## config.mk

```make
export PLATFORM = sky130hd
export DESIGN_NAME = timer_slot_table
export DESIGN_NICKNAME = d
export VERILOG_FILES = /design/src/sv/tst_pkg.sv /design/src/sv/tst_expiry_mem.sv /design/src/sv/tst_flags.sv /design/src/sv/timer_slot_table.sv
export SDC_FILE = /design/constraint.sdc
export NUM_CORES = 2
export LEC_CHECK = 0
export BUFFER_PORTS_ARGS = -buffer_cell sky130_fd_sc_hd__clkbuf_2
export CORE_MARGIN = 8
export CORE_UTILIZATION = 55
export DETAILED_ROUTE_END_ITERATION = 8
export PLACE_DENSITY = 0.71
export SYNTH_ARGS = -nofsm -noshare
export SYNTH_HDL_FRONTEND = slang
export SYNTH_SLANG_ARGS = --single-unit
```

## constraint.sdc

```tcl
create_clock -name clk -period 8.81 [get_ports clk]
set_input_delay 0 -clock clk [delete_from_list [all_inputs] [get_ports clk]]
set_output_delay 0 -clock clk [all_outputs]
set_load 0.02 [all_outputs]
```

## src/sv/tst_pkg.sv

```systemverilog
// Shared types, constants and codes for the timer slot table.
package tst_pkg;

	localparam int SLOTS   = 32;
	localparam int IDX_W   = (SLOTS > 1) ? $clog2(SLOTS) : 1;
	localparam int TIME_W  = 64;
	localparam int SLOT_W  = 8;
	localparam int RSLOT_W = 6;
	localparam int FUNC_W  = 3;

	typedef logic [IDX_W-1:0] idx_t;
	typedef logic [TIME_W-1:0] time_t;

	typedef enum logic [FUNC_W-1:0] {
		FN_ADD    = 3'd0,
		FN_REMOVE = 3'd1,
		FN_UPDATE = 3'd2,
		FN_ENABLE = 3'd3,
		FN_DISABLE = 3'd4,
		FN_QUERY  = 3'd5,
		FN_CHECK  = 3'd6
	} func_t;

	typedef enum logic [1:0] {
		ST_OK    = 2'd0,
		ST_FAIL  = 2'd1,
		ST_FIRED = 2'd2,
		ST_NONE  = 2'd3
	} status_t;

	typedef enum logic [2:0] {
		S_IDLE,
		S_ADD,
		S_CHK,
		S_CHK_END,
		S_CHK_FIN
	} state_t;

	typedef enum logic [2:0] {
		FL_NOP,
		FL_SET_USED,
		FL_CLR_USED,
		FL_SET_EN,
		FL_CLR_EN
	} flag_op_t;

	typedef struct packed {
		flag_op_t op;
		idx_t     idx;
	} flag_cmd_t;

endpackage

```

## src/sv/tst_expiry_mem.sv

```systemverilog
// Expiry time store: one write port, one registered read port.
module tst_expiry_mem import tst_pkg::*; (
	input  logic  clk,
	input  logic  we,
	input  idx_t  waddr,
	input  time_t wdata,
	input  idx_t  raddr,
	output time_t rdata
);

	time_t mem [SLOTS];
	time_t rdata_q;

	always_ff @(posedge clk) begin
		if (we) begin
			mem[waddr] <= wdata;
		end
		rdata_q <= mem[raddr];
	end

	assign rdata = rdata_q;

endmodule

```

## src/sv/tst_flags.sv

```systemverilog
// Used and enabled bits of every slot, one update per cycle.
module tst_flags import tst_pkg::*; (
	input  logic             clk,
	input  logic             arst_n,
	input  flag_cmd_t        cmd,
	output logic [SLOTS-1:0] used,
	output logic [SLOTS-1:0] enabled
);

	logic [SLOTS-1:0] used_q;
	logic [SLOTS-1:0] enabled_q;

	always_ff @(posedge clk or negedge arst_n) begin
		if (!arst_n) begin
			used_q    <= '0;
			enabled_q <= '0;
		end else begin
			case (cmd.op)
				FL_SET_USED: used_q[cmd.idx]    <= 1'b1;
				FL_CLR_USED: used_q[cmd.idx]    <= 1'b0;
				FL_SET_EN:   enabled_q[cmd.idx] <= 1'b1;
				FL_CLR_EN:   enabled_q[cmd.idx] <= 1'b0;
				default: begin
				end
			endcase
		end
	end

	assign used    = used_q;
	assign enabled = enabled_q;

endmodule

```

## src/sv/timer_slot_table.sv

```systemverilog
// Timer slot table top level: command sequencer, result register, slot scans.
// Sequence: single-result requests answer in the cycle after acceptance; add tests one slot
//   per cycle from slot 0 until a free one or the last; check reads one expiry per slot, then
//   a compare stage, S_CHK_END and S_CHK_FIN. The receiver cannot stall: results strobe once.
// Throughput: a single-result request every cycle; add and check hold busy during their scan.
// Reset (arst_n low) clears all used and enabled bits; expiries are not cleared, only used slots fire.
module timer_slot_table import tst_pkg::*; (
	input  logic               clk,
	input  logic               arst_n,
	input  logic               start,
	output logic               busy,
	input  logic [FUNC_W-1:0]  func,
	input  logic [SLOT_W-1:0]  slot,
	input  logic [TIME_W-1:0]  time_value,
	output logic               strobe,
	output logic [1:0]         status,
	output logic [RSLOT_W-1:0] result_slot,
	output logic               is_enabled,
	output logic [TIME_W-1:0]  fire_time,
	output logic               last
);

	localparam idx_t IDX_LAST = idx_t'(SLOTS - 1);

	state_t state_q, state_d;

	// scan counter and the time captured with the request
	idx_t  cnt_q, cnt_d;
	time_t t_q, t_d;

	// compare stage behind the memory read
	logic s1_v_s1;
	idx_t idx_s1;

	// a fired slot held back until we know whether it is the last
	logic pend_q, pend_d;
	idx_t pend_slot_q, pend_slot_d;

	// result register
	logic    strobe_q, strobe_d;
	status_t status_q, status_d;
	idx_t    rslot_q, rslot_d;
	logic    en_q, en_d;
	time_t   ft_q, ft_d;
	logic    last_q, last_d;

	flag_cmd_t        flag_cmd;
	logic [SLOTS-1:0] used_vec;
	logic [SLOTS-1:0] en_vec;

	logic  mem_we;
	idx_t  mem_waddr;
	time_t mem_wdata;
	time_t mem_rdata;

	logic  accept;
	logic  slot_ok;
	idx_t  slot_idx;
	logic  hit;
	func_t fn;

	tst_flags u_flags (
		.clk     (clk),
		.arst_n  (arst_n),
		.cmd     (flag_cmd),
		.used    (used_vec),
		.enabled (en_vec)
	);

	tst_expiry_mem u_mem (
		.clk   (clk),
		.we    (mem_we),
		.waddr (mem_waddr),
		.wdata (mem_wdata),
		.raddr (cnt_q),
		.rdata (mem_rdata)
	);

	assign busy     = (state_q != S_IDLE);
	assign accept   = start && !busy;
	assign fn       = func_t'(func);
	assign slot_ok  = (slot < SLOT_W'(SLOTS));
	assign slot_idx = slot[IDX_W-1:0];

	// slot in the compare stage is due: used, enabled and expiry not after now
	assign hit = s1_v_s1 && used_vec[idx_s1] && en_vec[idx_s1] && (mem_rdata <= t_q);

	// next state
	always_comb begin
		state_d = state_q;
		case (state_q)
			S_IDLE: begin
				if (accept && fn == FN_ADD) begin
					state_d = S_ADD;
				end else if (accept && fn == FN_CHECK) begin
					state_d = S_CHK;
				end
			end
			S_ADD: begin
				if (!used_vec[cnt_q] || cnt_q == IDX_LAST) begin
					state_d = S_IDLE;
				end
			end
			S_CHK: begin
				if (cnt_q == IDX_LAST) begin
					state_d = S_CHK_END;
				end
			end
			S_CHK_END: state_d = S_CHK_FIN;
			S_CHK_FIN: state_d = S_IDLE;
			default:   state_d = S_IDLE;
		endcase
	end

	// actions and result
	always_comb begin
		cnt_d         = cnt_q;
		t_d           = t_q;
		pend_d        = pend_q;
		pend_slot_d   = pend_slot_q;
		flag_cmd.op   = FL_NOP;
		flag_cmd.idx  = slot_idx;
		mem_we        = 1'b0;
		mem_waddr     = slot_idx;
		mem_wdata     = time_value;
		strobe_d      = 1'b0;
		status_d      = ST_OK;
		rslot_d       = '0;
		en_d          = 1'b0;
		ft_d          = '0;
		last_d        = 1'b1;

		case (state_q)
			S_IDLE: begin
				if (accept) begin
					t_d    = time_value;
					cnt_d  = '0;
					pend_d = 1'b0;
					case (fn)
						FN_ADD, FN_CHECK: begin
						end
						FN_REMOVE, FN_UPDATE, FN_ENABLE, FN_DISABLE: begin
							strobe_d = 1'b1;
							if (slot_ok && used_vec[slot_idx]) begin
								case (fn)
									FN_REMOVE: begin
										flag_cmd.op = FL_CLR_USED;
										mem_we      = 1'b1;
										mem_wdata   = '0;
									end
									FN_UPDATE: mem_we      = 1'b1;
									FN_ENABLE: flag_cmd.op = FL_SET_EN;
									default:   flag_cmd.op = FL_CLR_EN;
								endcase
							end else begin
								status_d = ST_FAIL;
							end
						end
						FN_QUERY: begin
							strobe_d = 1'b1;
							en_d     = slot_ok && en_vec[slot_idx];
						end
						default: begin
							strobe_d = 1'b1;
							status_d = ST_FAIL;
						end
					endcase
				end
			end
			S_ADD: begin
				flag_cmd.idx = cnt_q;
				mem_waddr    = cnt_q;
				mem_wdata    = t_q;
				if (!used_vec[cnt_q]) begin
					flag_cmd.op = FL_SET_USED;
					mem_we      = 1'b1;
					strobe_d    = 1'b1;
					rslot_d     = cnt_q;
				end else if (cnt_q == IDX_LAST) begin
					strobe_d = 1'b1;
					status_d = ST_FAIL;
				end else begin
					cnt_d = cnt_q + 1'b1;
				end
			end
			S_CHK, S_CHK_END: begin
				if (state_q == S_CHK && cnt_q != IDX_LAST) begin
					cnt_d = cnt_q + 1'b1;
				end
				if (hit) begin
					flag_cmd.op  = FL_CLR_EN;
					flag_cmd.idx = idx_s1;
					pend_d       = 1'b1;
					pend_slot_d  = idx_s1;
					// a new hit proves the held one is not the last
					if (pend_q) begin
						strobe_d = 1'b1;
						status_d = ST_FIRED;
						rslot_d  = pend_slot_q;
						ft_d     = t_q;
						last_d   = 1'b0;
					end
				end
			end
			S_CHK_FIN: begin
				strobe_d = 1'b1;
				if (pend_q) begin
					status_d = ST_FIRED;
					rslot_d  = pend_slot_q;
					ft_d     = t_q;
				end else begin
					status_d = ST_NONE;
				end
			end
			default: begin
			end
		endcase
	end

	always_ff @(posedge clk or negedge arst_n) begin
		if (!arst_n) begin
			state_q  <= S_IDLE;
			s1_v_s1  <= 1'b0;
			pend_q   <= 1'b0;
			strobe_q <= 1'b0;
		end else begin
			state_q  <= state_d;
			s1_v_s1  <= (state_q == S_CHK);
			pend_q   <= pend_d;
			strobe_q <= strobe_d;
		end
	end

	always_ff @(posedge clk) begin
		cnt_q       <= cnt_d;
		t_q         <= t_d;
		idx_s1      <= cnt_q;
		pend_slot_q <= pend_slot_d;
		status_q    <= status_d;
		rslot_q     <= rslot_d;
		en_q        <= en_d;
		ft_q        <= ft_d;
		last_q      <= last_d;
	end

	assign strobe      = strobe_q;
	assign status      = status_q;
	assign result_slot = RSLOT_W'(rslot_q);
	assign is_enabled  = en_q;
	assign fire_time   = ft_q;
	assign last        = last_q;

	// nothing left in the compare stage once the block reports idle
	a_idle_drained: assert property (@(posedge clk) disable iff (!arst_n)
		!busy |-> !s1_v_s1)
		else $error("compare stage busy while idle");

	// single-result requests answer on the next cycle, marked last
	a_single_answer: assert property (@(posedge clk) disable iff (!arst_n)
		(accept && fn != FN_ADD && fn != FN_CHECK) |=> (strobe && last))
		else $error("single-result request not answered");

	// a fired result that is not the last must be followed by more of the check
	a_more_to_come: assert property (@(posedge clk) disable iff (!arst_n)
		(strobe && status == ST_FIRED && !last) |-> busy)
		else $error("non-final fired result after check ended");

	// the expiry store is never written during a check scan
	a_no_write_in_check: assert property (@(posedge clk) disable iff (!arst_n)
		mem_we |-> (state_q == S_IDLE || state_q == S_ADD))
		else $error("expiry write during check");

endmodule

```

**Word-level counts from Yosys, hierarchy flattened**

Memories as Yosys holds them, arrays and structs flattened. A register that Yosys moved wholly into a read port is not among the register bits.
Index checks and enable logic that the tools add are counted.

- Memories: 1
- Bits in registers: 222
- Output and inout port bits: 76
- Logic and storage cells: 157
- Memory bits (writable): 2048

Memories:

| memory | words | width | read ports | clocked after Yosys merged registers in | wr ports | line | text |
|---|---|---|---|---|---|---|---|
| u_mem.mem | 32 | 64 | 1 | 1 | 1 | tst_expiry_mem.sv:11 | `time_t mem [SLOTS];` |

- Multiplexer cells: 73
- Magnitude comparators: 7
- Add/subtract/negate cells: 1
- Reductions and logical operators: 31
- Bitwise operators: 5
- Eq/ne operators: 24

Operators with widths:

| kind | count |
|---|---|
| 2-to-1 mux 64 bit | 6 |
| case mux 64 bit (2 select lines) | 2 |
| case mux 32 bit (2 select lines) | 2 |
| bitwise AND 32 bit | 2 |
| <= comparator 64 bit | 1 |
| bitwise OR 32 bit | 2 |
| 2-to-1 mux 5 bit | 8 |
| NOT 32 bit | 1 |
| case mux 5 bit (3 select lines) | 2 |
| 2-to-1 mux 1 bit | 27 |
| binary-select mux 1 bit (select 5 bit) | 5 |
| < comparator 5 x 6 -> 1 bit (second input constant) | 4 |
| 2-to-1 mux 3 bit | 7 |
| == test 3 x 2 -> 1 bit (second input constant) | 6 |
| case mux 3 bit (3 select lines) | 2 |
| == test 3 bit (second input constant) | 5 |
| inequality test 2 bit (second input constant) | 7 |
| case mux 3 bit (4 select lines) | 1 |
| logical AND 1 bit | 10 |
| case mux 5 bit (2 select lines) | 1 |
| == test 3 x 1 -> 1 bit (second input constant) | 3 |
| AND reduction 3 bit | 3 |
| < comparator 8 x 6 -> 1 bit (second input constant) | 1 |
| 2-to-1 mux 8 bit | 1 |
| other kinds (20) | 32 |

**Depth between registers and ports, before layout**

- Word-level depth: 14
- Gate-level depth with buffers: 16
- Depth with buffers taken out: 13

**By module**

A second synthesis with hierarchy kept.

- Cells, all modules: 4310
- Area, all modules: 91347.6 sq um

By module, submodules not included:

| module | times used | area each (sq um) | cells an instance |
|---|---|---|---|
| tst_expiry_mem | 1 | 78964.5 | 3096 |
| timer_slot_table | 1 | 9317.7 | 957 |
| tst_flags | 1 | 3065.4 | 257 |

**Least setup slack after synthesis**

Ideal clock, no wire load.

- Path kind: reg-to-reg
- Start point: register cnt_q[0]
- End point: memory u_mem.mem[2][0] (netlist name) (enable)
- Period minus slack after synthesis: 5691 ps
- Required time: 8324 ps
- Setup slack: 3119 ps
- Data arrival time: 5205 ps
- Stages on the path, launching flop included: 11
- Setup time: 486 ps
- Path through: edfxtp_1 > buf_2 > buf_2 > mux4_2 > mux4_2 > mux2i_1 > and2_1 > buf_2 > a41o_1 > o21ai_1 > nor2_1

- Longest elaborated chain between the ends: 6
- Elaborated cells between the ends (all ways): 7
- Those cells by class: mux (7)

RTL lines:

| what | line | text |
|---|---|---|
| start: declaration | timer_slot_table.sv:28 | `idx_t cnt_q, cnt_d;` |
| start signal: assignment | timer_slot_table.sv:235 | `cnt_q <= cnt_d;` |
| binary-select mux 1 bit (select 5 bit) | timer_slot_table.sv:174 | `if (!used_vec[cnt_q]) begin` |
| 2-to-1 mux 1 bit (not written as such) | timer_slot_table.sv:174 |  |
| 2-to-1 mux 1 bit | timer_slot_table.sv:174 |  |
| case mux 1 bit (2 select lines) | timer_slot_table.sv:133 | `case (state_q)` |
| 2-to-1 mux 1 bit | tst_expiry_mem.sv:15 | `if (we) begin` |
| 2-to-1 mux 1 bit (not written as such) | tst_expiry_mem.sv:16 | `mem[waddr] <= wdata;` |
| end: declaration | tst_expiry_mem.sv:11 |  |

Parallel ways exist; a longest one is shown, timed or not. The select of a mux whose other input is x is not followed.

**Worst setup path after layout**

- Start point: register cnt_q[0]
- End point: memory u_mem.mem[29][17] (netlist name) (enable)

Same word-level chain as after synthesis.

==> reports/metrics.cfg <==
[critical_path]
critPathMaxFanout = 27
r2r_end = u_mem.mem[29][17]
reg2reg_setup_slack_ns = 3.40
crit_type = flip-flop to flip-flop
start_kind = flip-flop
rr_startpoint = cnt_q[0]
worstPathArrival_ns = 5.87
reg2reg_depth = 9
required_ns = 9.27
worstSetupEndpointType = flip-flop
startpoint = cnt_q[0]

[finish]
fin_nets = 4669
drive_above_1_share_pct = 30.2
syn2layout_area_growth_pct = 14.4
final_common_cell = edfxtp_1
layout_common_cells = edfxtp_1, mux4_2, clkbuf_16
final_cells = 6896

[routing]
drt_pre_antenna_iters = 6
drcViolationCount = 0
drt-total-wl_mm = 224
drt_iter0_markers = 5648
avgViaCountPerCell = 6.48
avgRoutedWirePerCell_microns = 32.5
drt.antenna.violating_nets = 0
vias = 44695

[placed_design]
dpl.hpwl_mm = 114
place.port_buffers = 152
place_congestion = 0.848
placedCellCount = 6340

[cts]
post_cts_buffers = 0
h-tree-depth = 4
cts_tree = built
post_cts_resized = 0
clock-root-buffer = clkbuf_16
path_clk_slew_ns = 0.06
numClockSinks = 2334
cts.path.max_buffers = 3
numCtsBuffers = 220
clk_latency_ns = 0.87

[die]
die_area_sq_um = 176000
boundaryPins = 154
die_h_microns = 420
row_count = 148
start_util_pct = 55.3
die_w_microns = 420
core-area_sq_um = 162000

[logic_synthesis]
syn_area_sq_um = 89800
ys.flop_type = edfxtp_1
ys_seq_area_share_pct = 76.1
ys_types = 66
synth.net_count = 4245
ys_async_sr_fraction_pct = 3.00
synth_warnings = 0
syn_avg_cell_area_sq_um = 21.9
synth_cells = 4101
synth_seq_cells = 2334
synth_edf_count = 2122

[run_status]
run_status = complete, no violations

[power]
internal-power_w = 0.0214
p_sw_w = 0.00779
clkPwrFrac_pct = 32.5
power_switching_share_pct = 26.7
p_leak_nw = 33.3
peakVddDrop_mv = 0.262
comb_power_share_pct = 23.7
finalPower_w = 0.0292
p_per_area_nw_per_um2 = 284
p_seq_share_pct = 43.8

[sta]
slew_headroom_pct = 8.93
min_period_ns = 5.41
finalCritPeriodShare_pct = 61.4
finalSetupViolations = 0
slew_viol_final = 0
hold_viol_final = 0
max_freq_ghz = 0.185
skew_ns = 0.0533
rsz0062_at_grt = no
fin_tns_setup_ns = 0
tightestPinTransition_ns = 1.36

[hold_path]
hold_depth = 2
hp-start = time_value[10]
whs_endpoint = t_q[10]
hold_class = primary input to flip-flop

[global_routing]
grt_use_total_pct = 25.4
antenna_found_initial = 2
grt_max_degree = 146
grt_pass1_wl_mm = 320
grt_pass1_vias = 45070
grt.overflow.total = 0

[run]
cap_violations = 0

## cell usage after synthesis, types with 20 or more instances
library cell,n,area (sq um)
edfxtp_1,2122,63700
mux4_2,670,15100
dfxtp_1,142,2840
clkbuf_1,122,458
nand2_1,116,435
a21oi_1,109,546
o21ai_0,82,410
and2_1,71,444
dfrtp_1,70,1750
inv_1,70,263
buf_1,66,248
ha_1,66,826
nor2_1,66,248
mux2_2,65,732
nand3_1,32,160
nand4_1,22,138
buf_2,20,100
nor3_1,20,100
## worst max-delay path, cell delays in order (launching register included)
cell,delay [ns]
edfxtp_1,0.95
mux4_2,0.61
mux4_2,0.51
mux2i_1,0.26
and2_1,0.36
a41o_1,0.25
o21ai_1,0.14
buf_4,0.24
nor2_4,0.94
buf_4,0.71
## worst max path at each step
stage	slack [ns]	cells past startpoint	endpoint
after floorplan	3.12	10	u_mem.mem[2][0]
after global placement	3.49	9	u_mem.mem[29][22]
after detailed placement	3.41	9	u_mem.mem[29][22]
after CTS	3.36	9	u_mem.mem[29][17]
after global routing	3.16	9	u_mem.mem[29][13]
final	3.40	9	u_mem.mem[29][17]
## per-layer routing
metal / share of wire, % / global-route usage, % / wire length (microns) / vias to the layer above
li1: - / - / - / 18037
met1: 37 / 33.8 / 83400 / 23793
met2: 50 / 42.4 / 113000 / 2448
met3: 8.6 / 4.73 / 19200 / 417
met4: 3.8 / 9.14 / 8450 / 0
met5: 0 / 0 / 0 / -
## sequential cells by signal, summed over array words and instances, names as in the netlist, named ones only
| signal | flops |
|---|---|
| cnt_q | 5 |
| fire_time | 64 |
| idx_s1 | 5 |
| is_enabled | 1 |
| last | 1 |
| pend_q | 1 |
| pend_slot_q | 5 |
| rslot_q | 5 |
| s1_v_s1 | 1 |
| state_q | 3 |
| status | 2 |
| strobe | 1 |
| t_q | 64 |
| u_mem.mem | 2048 |
| u_mem.rdata | 64 |
## layout make-up
cell class | instances | area (sq um)
Sequential cell | 2334 | 68300
Fill cell | 10652 | 59700
Multi-Input combinational cell | 1483 | 20800
Clock buffer | 300 | 6190
Timing Repair Buffer | 414 | 3310
Tap cell | 2175 | 2720
Clock inverter | 116 | 1140
Inverter | 72 | 273
Antenna cell | 2 | 5.00
## through the flow
stage | worst slack, ns | area (sq um) | utilization [%] | hold slack, ns
floorplan | 3.12 | 89800 | - | -0.296
global placement | 3.49 | 94000 | 57.9 | 0.194
detailed placement | 3.41 | 94000 | 57.9 | 0.196
CTS | 3.36 | 103000 | 63.2 | 0.0000347
global route | 3.16 | 103000 | 63.2 | 0.00606
finish | 3.40 | 103000 | 63.2 | 0.0273
## cell families (layout without fill, tap and decap cells)
kind of cell               count (synthesis)  count (layout)  synth area share, %
buffers and inverters                    284             902                 1.23
AOI/OAI and AO/OA                        291             291                 1.92
and+or+nand+nor                          382             382                 2.17
other                                      1               3              0.00418
DFF                                     2334            2334                 76.1
adders and majority gates                 66              66                0.919
xor gates and xnor gates                   4               4               0.0390
muxes                                    739             739                 17.7
## power groups by stage
stage	logic [W]	registers, W	clock network, W
after floorplan	0.00520	0.0129	0
after global placement	0.00681	0.0130	0
after detailed placement	0.00687	0.0130	0
after CTS	0.00697	0.0128	0.00961
after global routing	0.00735	0.0128	0.0100
final	0.00690	0.0128	0.00949
## timing repair
action                                  4_1_cts  5_1_grt
endpoints found under the setup margin        0        0
endpoints found under the hold margin      2194        0
hold buffers                                138        0
Power figures use the tool's default switching activity.
